`config.mk`:
```
export PLATFORM = sky130hd
export DESIGN_NAME = multichannel_sample_mixer_unit
export DESIGN_NICKNAME = d
export VERILOG_FILES = /design/src/msmu_pkg.sv /design/src/multichannel_sample_mixer_unit.sv /design/src/msmu_front.sv /design/src/msmu_queue.sv /design/src/msmu_back.sv
export SDC_FILE = /design/constraint.sdc
export NUM_CORES = 2
export LEC_CHECK = 0
export BUFFER_PORTS_ARGS = -buffer_cell sky130_fd_sc_hd__buf_2
export CAP_MARGIN = 20
export CORE_ASPECT_RATIO = 2
export CORE_UTILIZATION = 60
export CTS_CLUSTER_DIAMETER = 50
export CTS_CLUSTER_SIZE = 8
export DETAILED_ROUTE_END_ITERATION = 8
export PLACE_DENSITY = 0.78
export RECOVER_POWER = 50
export SLEW_MARGIN = 0
export SYNTH_ARGS = -nofsm -noshare
export SYNTH_HDL_FRONTEND = slang
export SYNTH_HIERARCHICAL = 1
export SYNTH_SLANG_ARGS = --single-unit
```
`constraint.sdc`:
```
create_clock -name clock -period 10.3 [get_ports clock]
set_input_delay 2.06 -clock clock [delete_from_list [all_inputs] [get_ports clock]]
set_output_delay 2.06 -clock clock [all_outputs]
set_load 0.01 [all_outputs]
```
`src/msmu_pkg.sv`:
```
package msmu_pkg;

   localparam int CHANNELS = 8;
   localparam int CHAN_IDX_W = (CHANNELS > 1) ? $clog2(CHANNELS) : 1;

   localparam logic [1:0] MODE_START  = 2'd0;
   localparam logic [1:0] MODE_UPDATE = 2'd1;
   localparam logic [1:0] MODE_SAMPLE = 2'd2;
   localparam logic [1:0] MODE_EMIT   = 2'd3;

   localparam logic [1:0] REG_MASTER_GAIN_ADDR = 2'd0;
   localparam logic [7:0] MASTER_GAIN_RESET    = 8'd255;

   localparam logic signed [20:0] ACC_MAX = 21'sd524287;
   localparam logic signed [20:0] ACC_MIN = -21'sd524288;
   localparam logic signed [20:0] OUT_MAX = 21'sd32767;
   localparam logic signed [20:0] OUT_MIN = -21'sd32768;

   typedef struct packed {
      logic [1:0]        mode;
      logic [2:0]        chan_index;
      logic [4:0]        left_level;
      logic [4:0]        right_level;
      logic              audible;
      logic [19:0]       sample_length;
      logic signed [7:0] sample;
   } item_type;

endpackage

```
`src/multichannel_sample_mixer_unit.sv`:
```
// Stereo mixer for up to eight voices of unsigned 8-bit samples. Each input transaction
// (start, volume update, sample or frame emit) yields exactly one result transaction,
// and the block takes one transaction per clock cycle while its output register is empty or
// being popped: the channel state and both accumulators are read and updated in the same
// cycle of the execute stage. A result passes through a two-entry queue between decode
// and execute and one output register that refills as it is popped.
// The master gain register sits at byte address 0 of the configuration port and
// should be written only while no transaction is in flight.
module multichannel_sample_mixer_unit (
   input  logic               clock,
   input  logic               reset,
   input  logic               push,
   output logic               full,
   input  logic [1:0]         req_mode,
   input  logic [2:0]         req_chan_index,
   input  logic signed [10:0] req_left_volume,
   input  logic signed [10:0] req_right_volume,
   input  logic [19:0]        req_sample_length,
   input  logic [7:0]         req_sample_byte,
   output logic               empty,
   input  logic               pop,
   output logic               rsp_frame_valid,
   output logic signed [7:0]  rsp_left_out,
   output logic signed [7:0]  rsp_right_out,
   output logic               rsp_chan_active,
   input  logic               psel,
   input  logic               penable,
   input  logic               pwrite,
   input  logic [1:0]         paddr,
   input  logic [31:0]        pwdata,
   output logic [31:0]        prdata,
   output logic               pready
);

   msmu_pkg::item_type front_item;
   msmu_pkg::item_type back_item;
   logic               q_empty;
   logic               q_pop;
   logic [7:0]         master_gain_ff;
   logic [7:0]         master_gain_in;
   logic               csr_write;

   assign pready    = 1'b1;
   assign csr_write = psel && penable && pwrite && (paddr == msmu_pkg::REG_MASTER_GAIN_ADDR);
   assign prdata    = (paddr == msmu_pkg::REG_MASTER_GAIN_ADDR) ? {24'd0, master_gain_ff}
                                                                : 32'd0;
   assign master_gain_in = csr_write ? pwdata[7:0] : master_gain_ff;

   always_ff @(posedge clock) begin
      if (reset) begin
         master_gain_ff <= msmu_pkg::MASTER_GAIN_RESET;
      end else begin
         master_gain_ff <= master_gain_in;
      end
   end

   msmu_front u_front (
      .req_mode          (req_mode),
      .req_chan_index    (req_chan_index),
      .req_left_volume   (req_left_volume),
      .req_right_volume  (req_right_volume),
      .req_sample_length (req_sample_length),
      .req_sample_byte   (req_sample_byte),
      .item              (front_item)
   );

   msmu_queue u_queue (
      .clock     (clock),
      .reset     (reset),
      .push      (push),
      .push_item (front_item),
      .full      (full),
      .pop       (q_pop),
      .pop_item  (back_item),
      .empty     (q_empty)
   );

   msmu_back u_back (
      .clock           (clock),
      .reset           (reset),
      .master_gain     (master_gain_ff),
      .item            (back_item),
      .item_empty      (q_empty),
      .item_pop        (q_pop),
      .empty           (empty),
      .pop             (pop),
      .rsp_frame_valid (rsp_frame_valid),
      .rsp_left_out    (rsp_left_out),
      .rsp_right_out   (rsp_right_out),
      .rsp_chan_active (rsp_chan_active)
   );

endmodule

```
`src/msmu_front.sv`:
```
module msmu_front (
   input  logic [1:0]         req_mode,
   input  logic [2:0]         req_chan_index,
   input  logic signed [10:0] req_left_volume,
   input  logic signed [10:0] req_right_volume,
   input  logic [19:0]        req_sample_length,
   input  logic [7:0]         req_sample_byte,
   output msmu_pkg::item_type item
);

   logic [7:0] left_clamp;
   logic [7:0] right_clamp;

   // clamp raw volume to 0..255
   always_comb begin
      priority if (req_left_volume < 0) begin
         left_clamp = 8'd0;
      end else if (req_left_volume > 11'sd255) begin
         left_clamp = 8'd255;
      end else begin
         left_clamp = req_left_volume[7:0];
      end
   end

   always_comb begin
      priority if (req_right_volume < 0) begin
         right_clamp = 8'd0;
      end else if (req_right_volume > 11'sd255) begin
         right_clamp = 8'd255;
      end else begin
         right_clamp = req_right_volume[7:0];
      end
   end

   always_comb begin
      item.mode          = req_mode;
      item.chan_index    = req_chan_index;
      item.left_level    = left_clamp[7:3];
      item.right_level   = right_clamp[7:3];
      item.audible       = (left_clamp != 8'd0) || (right_clamp != 8'd0);
      item.sample_length = req_sample_length;
      // remove offset 128
      item.sample        = {~req_sample_byte[7], req_sample_byte[6:0]};
   end

endmodule

```
`src/msmu_queue.sv`:
```
module msmu_queue (
   input  logic               clock,
   input  logic               reset,
   input  logic               push,
   input  msmu_pkg::item_type push_item,
   output logic               full,
   input  logic               pop,
   output msmu_pkg::item_type pop_item,
   output logic               empty
);

   msmu_pkg::item_type entry_ff [2];
   logic       wr_ptr_ff;
   logic       wr_ptr_in;
   logic       rd_ptr_ff;
   logic       rd_ptr_in;
   logic [1:0] count_ff;
   logic [1:0] count_in;
   logic       do_push;
   logic       do_pop;

   assign full     = (count_ff == 2'd2);
   assign empty    = (count_ff == 2'd0);
   assign do_push  = push && !full;
   assign do_pop   = pop && !empty;
   assign pop_item = entry_ff[rd_ptr_ff];

   always_comb begin
      wr_ptr_in = do_push ? ~wr_ptr_ff : wr_ptr_ff;
      rd_ptr_in = do_pop ? ~rd_ptr_ff : rd_ptr_ff;
      count_in  = count_ff + {1'b0, do_push} - {1'b0, do_pop};
   end

   always_ff @(posedge clock) begin
      if (reset) begin
         wr_ptr_ff <= 1'b0;
         rd_ptr_ff <= 1'b0;
         count_ff  <= 2'd0;
      end else begin
         wr_ptr_ff <= wr_ptr_in;
         rd_ptr_ff <= rd_ptr_in;
         count_ff  <= count_in;
      end
   end

   always_ff @(posedge clock) begin
      if (do_push) begin
         entry_ff[wr_ptr_ff] <= push_item;
      end
   end

endmodule

```
`src/msmu_back.sv`:
```
module msmu_back (
   input  logic               clock,
   input  logic               reset,
   input  logic [7:0]         master_gain,
   input  msmu_pkg::item_type item,
   input  logic               item_empty,
   output logic               item_pop,
   output logic               empty,
   input  logic               pop,
   output logic               rsp_frame_valid,
   output logic signed [7:0]  rsp_left_out,
   output logic signed [7:0]  rsp_right_out,
   output logic               rsp_chan_active
);

   localparam int N = msmu_pkg::CHANNELS;

   logic        active_ff      [N];
   logic        active_in      [N];
   logic        audible_ff     [N];
   logic        audible_in     [N];
   logic [4:0]  left_level_ff  [N];
   logic [4:0]  left_level_in  [N];
   logic [4:0]  right_level_ff [N];
   logic [4:0]  right_level_in [N];
   logic [19:0] remain_ff      [N];
   logic [19:0] remain_in      [N];

   logic signed [19:0] left_accum_ff;
   logic signed [19:0] left_accum_in;
   logic signed [19:0] right_accum_ff;
   logic signed [19:0] right_accum_in;

   logic              out_valid_ff;
   logic              frame_valid_ff;
   logic              frame_valid_in;
   logic signed [7:0] left_out_ff;
   logic signed [7:0] left_out_in;
   logic signed [7:0] right_out_ff;
   logic signed [7:0] right_out_in;
   logic              chan_active_ff;
   logic              chan_active_in;

   logic                                 fire;
   logic [msmu_pkg::CHAN_IDX_W-1:0]      idx;
   logic                                 ok;
   logic signed [13:0]                   left_prod;
   logic signed [13:0]                   right_prod;
   logic signed [20:0]                   left_sum;
   logic signed [20:0]                   right_sum;
   logic signed [28:0]                   left_scaled;
   logic signed [28:0]                   right_scaled;
   logic signed [20:0]                   left_shift;
   logic signed [20:0]                   right_shift;
   logic signed [20:0]                   left_sat;
   logic signed [20:0]                   right_sat;
   logic [19:0]                          remain_dec;

   assign fire     = !item_empty && (!out_valid_ff || pop);
   assign item_pop = fire;
   assign empty    = !out_valid_ff;

   assign rsp_frame_valid = frame_valid_ff;
   assign rsp_left_out    = left_out_ff;
   assign rsp_right_out   = right_out_ff;
   assign rsp_chan_active = chan_active_ff;

   assign idx = msmu_pkg::CHAN_IDX_W'(item.chan_index);
   assign ok  = 32'(item.chan_index) < N;

   // sample contribution and saturating accumulate
   always_comb begin
      left_prod  = item.sample * $signed({1'b0, left_level_ff[idx]});
      right_prod = item.sample * $signed({1'b0, right_level_ff[idx]});
      left_sum   = 21'(left_accum_ff) + (21'(left_prod) <<< 3);
      right_sum  = 21'(right_accum_ff) + (21'(right_prod) <<< 3);
      if (left_sum > msmu_pkg::ACC_MAX) begin
         left_sum = msmu_pkg::ACC_MAX;
      end else if (left_sum < msmu_pkg::ACC_MIN) begin
         left_sum = msmu_pkg::ACC_MIN;
      end
      if (right_sum > msmu_pkg::ACC_MAX) begin
         right_sum = msmu_pkg::ACC_MAX;
      end else if (right_sum < msmu_pkg::ACC_MIN) begin
         right_sum = msmu_pkg::ACC_MIN;
      end
   end

   // frame output: gain, floor shift, saturate to 16 bits
   always_comb begin
      left_scaled  = left_accum_ff * $signed({1'b0, master_gain});
      right_scaled = right_accum_ff * $signed({1'b0, master_gain});
      left_shift   = left_scaled[28:8];
      right_shift  = right_scaled[28:8];
      priority if (left_shift > msmu_pkg::OUT_MAX) begin
         left_sat = msmu_pkg::OUT_MAX;
      end else if (left_shift < msmu_pkg::OUT_MIN) begin
         left_sat = msmu_pkg::OUT_MIN;
      end else begin
         left_sat = left_shift;
      end
      priority if (right_shift > msmu_pkg::OUT_MAX) begin
         right_sat = msmu_pkg::OUT_MAX;
      end else if (right_shift < msmu_pkg::OUT_MIN) begin
         right_sat = msmu_pkg::OUT_MIN;
      end else begin
         right_sat = right_shift;
      end
   end

   always_comb begin
      active_in      = active_ff;
      audible_in     = audible_ff;
      left_level_in  = left_level_ff;
      right_level_in = right_level_ff;
      remain_in      = remain_ff;
      left_accum_in  = left_accum_ff;
      right_accum_in = right_accum_ff;
      frame_valid_in = frame_valid_ff;
      left_out_in    = left_out_ff;
      right_out_in   = right_out_ff;
      chan_active_in = chan_active_ff;
      remain_dec     = (remain_ff[idx] != 20'd0) ? remain_ff[idx] - 20'd1 : remain_ff[idx];
      if (fire) begin
         frame_valid_in = 1'b0;
         left_out_in    = 8'sd0;
         right_out_in   = 8'sd0;
         chan_active_in = 1'b0;
         unique case (item.mode)
            msmu_pkg::MODE_EMIT: begin
               frame_valid_in = 1'b1;
               left_out_in    = left_sat[15:8];
               right_out_in   = right_sat[15:8];
               left_accum_in  = 20'sd0;
               right_accum_in = 20'sd0;
            end
            msmu_pkg::MODE_START: begin
               if (ok) begin
                  left_level_in[idx]  = item.left_level;
                  right_level_in[idx] = item.right_level;
                  audible_in[idx]     = item.audible;
                  remain_in[idx]      = item.sample_length;
                  active_in[idx]      = item.sample_length != 20'd0;
                  chan_active_in      = item.sample_length != 20'd0;
               end
            end
            msmu_pkg::MODE_UPDATE: begin
               if (ok) begin
                  left_level_in[idx]  = item.left_level;
                  right_level_in[idx] = item.right_level;
                  audible_in[idx]     = item.audible;
                  chan_active_in      = active_ff[idx];
               end
            end
            msmu_pkg::MODE_SAMPLE: begin
               if (ok) begin
                  chan_active_in = active_ff[idx];
                  if (active_ff[idx] && audible_ff[idx]) begin
                     left_accum_in  = left_sum[19:0];
                     right_accum_in = right_sum[19:0];
                     remain_in[idx] = remain_dec;
                     active_in[idx] = remain_dec != 20'd0;
                     chan_active_in = remain_dec != 20'd0;
                  end
               end
            end
            default: begin
            end
         endcase
      end
   end

   always_ff @(posedge clock) begin
      if (reset) begin
         for (int i = 0; i < N; i++) begin
            active_ff[i]      <= 1'b0;
            audible_ff[i]     <= 1'b0;
            left_level_ff[i]  <= 5'd0;
            right_level_ff[i] <= 5'd0;
            remain_ff[i]      <= 20'd0;
         end
         left_accum_ff  <= 20'sd0;
         right_accum_ff <= 20'sd0;
         out_valid_ff   <= 1'b0;
      end else begin
         active_ff      <= active_in;
         audible_ff     <= audible_in;
         left_level_ff  <= left_level_in;
         right_level_ff <= right_level_in;
         remain_ff      <= remain_in;
         left_accum_ff  <= left_accum_in;
         right_accum_ff <= right_accum_in;
         if (fire) begin
            out_valid_ff <= 1'b1;
         end else if (pop) begin
            out_valid_ff <= 1'b0;
         end
      end
   end

   always_ff @(posedge clock) begin
      frame_valid_ff <= frame_valid_in;
      left_out_ff    <= left_out_in;
      right_out_ff   <= right_out_in;
      chan_active_ff <= chan_active_in;
   end

endmodule

```
After elaboration in Yosys (flattened, before gate mapping)
Memories as Yosys holds them, arrays and structs flattened. A register that Yosys moved wholly into a read port is not among the register bits.
Cells that the tools add are included.
Word-level totals
  flip-flop bits (word level): 327
  bits in writable memories: 88
  input port bits: 96
  output and inout port bits: 53
  logic and storage cells: 176
  memories: 1
Memories
  u_queue.entry_ff: depth 2, width 44, read ports 1, clocked after memory_dff 1, write ports 1, line msmu_queue.sv:12  | msmu_pkg::item_type entry_ff [2];
Operators by class
  add/sub/neg operators: 5
  $mul: 4
  $lt $le $gt $ge: 14
  equal/unequal tests: 5
  multiplexer cells: 59
  bitwise logic cells: 5
  reductions and logical operators: 30
Operators with widths (count)
  $bwmux 160: 2
  $pmux 160 s2: 1
  $mux 20: 10
  $mux 160: 1
  $bwmux 40: 2
  $pmux 20 s2: 2
  $bmux 20 s3: 1
  $demux 20 s3: 1
  $reduce_bool 20->1: 3
  $mul 20x9->29: 2
  $mux 8: 6
  $add 20x17->21: 2
  $gt 21x16->1 const B: 2
  $gt 21x20->1 const B: 2
  $lt 21x16->1 const B: 2
  $lt 21x20->1 const B: 2
  $mux 16: 2
  $bmux 5 s3: 2
  $mux 15: 2
  $mul 8x6->14: 2
  $mux 5: 5
  $bwmux 8: 3
  $gt 11x9->1 const B: 2
  $lt 11x1->1 const B: 2
  25 further kinds: 61

Longest topological paths before layout
  depth after elaboration: 11
  gate-level depth with buffers: 44

Cells and area by module
The synthesis kept the hierarchy.
Modules (own cells, without submodules)
  msmu_back: times used 1, cells an instance 3360, area each 28697.5 sq um, sequential area each 6406.1 sq um
  msmu_queue: times used 1, cells an instance 164, area each 3407.0 sq um, sequential area each 2742.6 sq um
  multichannel_sample_mixer_unit: times used 1, cells an instance 71, area each 598.1 sq um, sequential area each 160.2 sq um
  msmu_front: times used 1, cells an instance 60, area each 384.1 sq um, sequential area each 0.0 sq um

Worst setup path after synthesis
OpenSTA, ideal clock, no wires.
  kind: register to register
  start: register (tool-made name)
  end: register u_back.left_accum_ff[10]
  arrival time: 8.398 ns
  data required time: 10.164 ns
  path slack: 1.765 ns
  stages on the path, launching flop included: 42
  path buffers: 9
  period minus slack after synthesis: 8.535 ns
  cell sequence: dfxtp_1 buf_2 buf_4 mux2_2 buf_6 buf_6 buf_2 buf_1 buf_1 mux2_2 a221oi_1 a21oi_1 nor2_1 nor2b_1 fa_1 inv_1 fa_1 fa_1 [... 6 more ...] a21oi_1 nor2b_1 o21a_1 nor2_1 o21bai_1 a21oi_1 xnor2_1 ha_1 a21o_1 a21o_1 a2111oi_0 a22oi_1 or2_2 and2_1 clkbuf_1 clkbuf_1 nand2_1 a31oi_1
RTL lines
  end signal, assigned: line msmu_back.sv:191  | left_accum_ff <= left_accum_in;
  end, declared: line msmu_back.sv:29  | logic signed [19:0] left_accum_ff;

==> impl_results.md <==
* Final TNS setup at 0 ps
* Initial DRC count at 1595
* #FFs+latches synth at 412
* Detailed-route via count at 25.9k
* Clock buffer depth at 3
* P_leak at 15.6 nW
* CP Launch Type: flip-flop
* Final setup violation count at 0
* CTS tree: built
* Critical R2R Capture: u_back/left_accum_ff[12]
* Gr usage total at 31.1%
* H-tree lvl count at 2
* # IOs at 149
* Die area at 56100 sq um
* Layout cells sized above 1 at 8.87%
* Share of the synthesized area in the top cell type at 18.5%
* CTS Hold Bufs at 0
* Die Y at 334 microns
* Crit path to: u_back/left_accum_ff[12]
* WL final at 86400 microns
* Die Wd at 168 microns
* Final worst path period share at 88.7%
* Slew @ Worst Pin at 5160 ps
* Fill cells at 4413
* Failing checks: capacitance limit, slew limit
* Worst reg2reg path depth at 34
* Yosys warns at 6
* Reg2reg setup slack at 1170 ps
* DR WL/cell at 19.9 microns
* Tmin final at 9130 ps
* Fin nets at 4232
* Largest net degree at the start of global routing at 117
* Crit path largest cell delay at 700 ps
* Status: finished with violations
* HPWL after detailed placement at 63500 microns
* Area leader, netlist: dfxtp_1
* Clk root buf: clkbuf_16
* First-pass detailed-route iteration total at 6
* RSZ-0062 raised after global routing: false
* TritonCTS Buffers at 61
* Leading post-synthesis cells by cell area: dfxtp_1 19%, fa_1 18%, edfxtp_1 9.6%
* Placer congestion estimate at 0.962
* Critical path arrival at 9700 ps
* Ys async rst share at 0%
* EDFF count, synth at 106
* Unique masters post-synth at 91
* Max VDD drop at 0.193 mV
* Synth Instances at 3655
* Initial Util at 60.7%
* Power Density at 281 nW/um^2
* Grt ovf at 0
* Slowest cell on the critical path: nor2b_1
* Sequential-to-total area share from yosys stat at 28.1%
* Final Skew at 64.6 ps
* Clock Latency Late Sink at 640 ps
* Final count of pins violating max slew at 240
* Max cap viols at 4
* Clock transition at path regs at 50 ps
* # port buffers at 99
* Slew headroom at -244%
* Syn avg cell area at 9.05 sq um
* Rows at 121
* Vias per cell at 5.98
* Most used cell, CP: nor2_1
* Critical path class: flip-flop to flip-flop
* # resized after CTS at 0
* Critical Path RT at 10870 ps
* # Post-CTS Setup Buffers at 0
* Synth Flop Type: dfxtp_1
* Hold Fails Final Rpt at 0
* Post-Syn Area at 33100 sq um
* Number of remaining DRC errors at 0
* Vias in the first global route at 26.9k
* Most frequent cell after synthesis: nand2_1
* Global-route wire length before repair at 136000 microns
* Commonest cells post-synth: 433 x nand2_1, 420 x inv_1, 306 x dfxtp_1, 296 x fa_1, 263 x nor2_1
* ANT nets after route at 0
* Area growth syn-to-layout at 6.97%
* Max Freq at 109 MHz
* Max FO, Critical Path at 26
* Initial antenna violation count at 1
* Worst min path class: flip-flop to flip-flop
* Floorplan core area at 54500 sq um
* Final Hold Slack at 449 ps
* Clock sink total at 412
* Crit path capture type: flip-flop
==> power breakdown <==
group	switching [mW]	internal, mW	total, mW
Clock	0.725	1.13	1.85
Combinational	3.68	2.34	6.02
Sequential	0.147	1.92	2.07
==> cell type report <==
type / count / area (sq um) / share of cell area [%]
diodes: 1 / 2.50 / 0.00707
clock buffers: 82 / 1660 / 4.68
clock inverters: 7 / 124 / 0.350
inverters: 424 / 1590 / 4.50
multi-input cells: 2595 / 21100 / 59.6
flip-flops and latches: 412 / 9310 / 26.3
well taps: 676 / 846 / 2.39
repair buffers: 144 / 768 / 2.17
==> registers in the layout, summed over array words and instances, names as in the netlist, 18 cells and up, named ones only <==
| register | flops |
|---|---|
| u_back/left_accum_ff | 18 |
| u_back/left_level_ff | 40 |
| u_back/remain_ff | 160 |
| u_back/right_accum_ff | 18 |
| u_back/right_level_ff | 40 |
| u_queue/entry_ff | 88 |
==> logic make-up after synthesis <==
| kind of cell | Yosys count | synth area share, % |
|---|---|---|
| fa+ha+maj | 498 | 25.5 |
| simple gates | 1221 | 17.8 |
| mux | 130 | 5.17 |
| xor+xnor | 96 | 2.54 |
| buf+inv | 671 | 8.51 |
| other cells | 2 | 0.0227 |
| compound gates | 625 | 12.3 |
| flops | 412 | 28.1 |
==> critical path, delay by kind of cell (launching register included) <==
kind,cells,cell delay (ps)
mux,1,530
xor+xnor,1,220
simple gates,11,2790
flops,1,610
fa+ha+maj,5,1980
buf+inv,3,530
compound gates,13,2380
==> how the worst min path moves through the flow <==
stage	startpoint	endpoint	cells after the start
after global routing	u_back/right_level_ff[17]	u_back/right_level_ff[17]	2
after floorplan	u_back/remain_ff[153]	u_back/remain_ff[153]	2
final	u_back/remain_ff[66]	u_back/remain_ff[66]	2
after detailed placement	u_back/remain_ff[66]	u_back/remain_ff[66]	2
after global placement	u_back/right_level_ff[13]	u_back/right_level_ff[13]	2
after CTS	u_back/remain_ff[66]	u_back/remain_ff[66]	2
==> placed cells by master (no fill, tap or decap), types with 27 or more instances in the layout <==
master     count
clkbuf_1      65
xor2_1        27
dfxtp_1      305
buf_4         40
ha_1         202
a221oi_1      37
edfxtp_1     106
and2_1       190
o21ai_0       55
nand2_1      433
fa_1         296
a31oi_1       28
mux2i_1       28
a211oi_1      92
nor2b_1       81
buf_2         56
clkbuf_16     63
nand3_1       68
xnor2_1       69
a21oi_1      242
mux2_2        69
inv_1        419
a22oi_1       32
nor2_1       256
nor3_1        59
==> per-layer routing <==
| layer | vias up | GRT usage (%) | routed length, microns |
|---|---|---|---|
| met4 | 0 | 26.6 | 7870 |
| met5 | - | 0 | 0 |
| met2 | 975 | 58.7 | 46300 |
| li1 | 12026 | - | - |
| met1 | 12599 | 29.5 | 27900 |
| met3 | 345 | 3.43 | 4390 |
==> stage by stage <==
step / power (mW) / worst slack (ps) / cells / instance area [sq um] / utilization [%]
after floorplan: 6.66 / 1770 / 3678 / 33200 / -
after global placement: 7.85 / 1240 / 4248 / 33700 / 61.8
after detailed placement: 8.05 / 1120 / 4248 / 33700 / 61.8
after CTS: 9.94 / 1070 / 4337 / 35500 / 65.0
after global routing: 10.7 / 582 / 4341 / 35400 / 64.9
final: 9.94 / 1170 / 4341 / 35400 / 64.9
(Power assumes the default switching activity.)
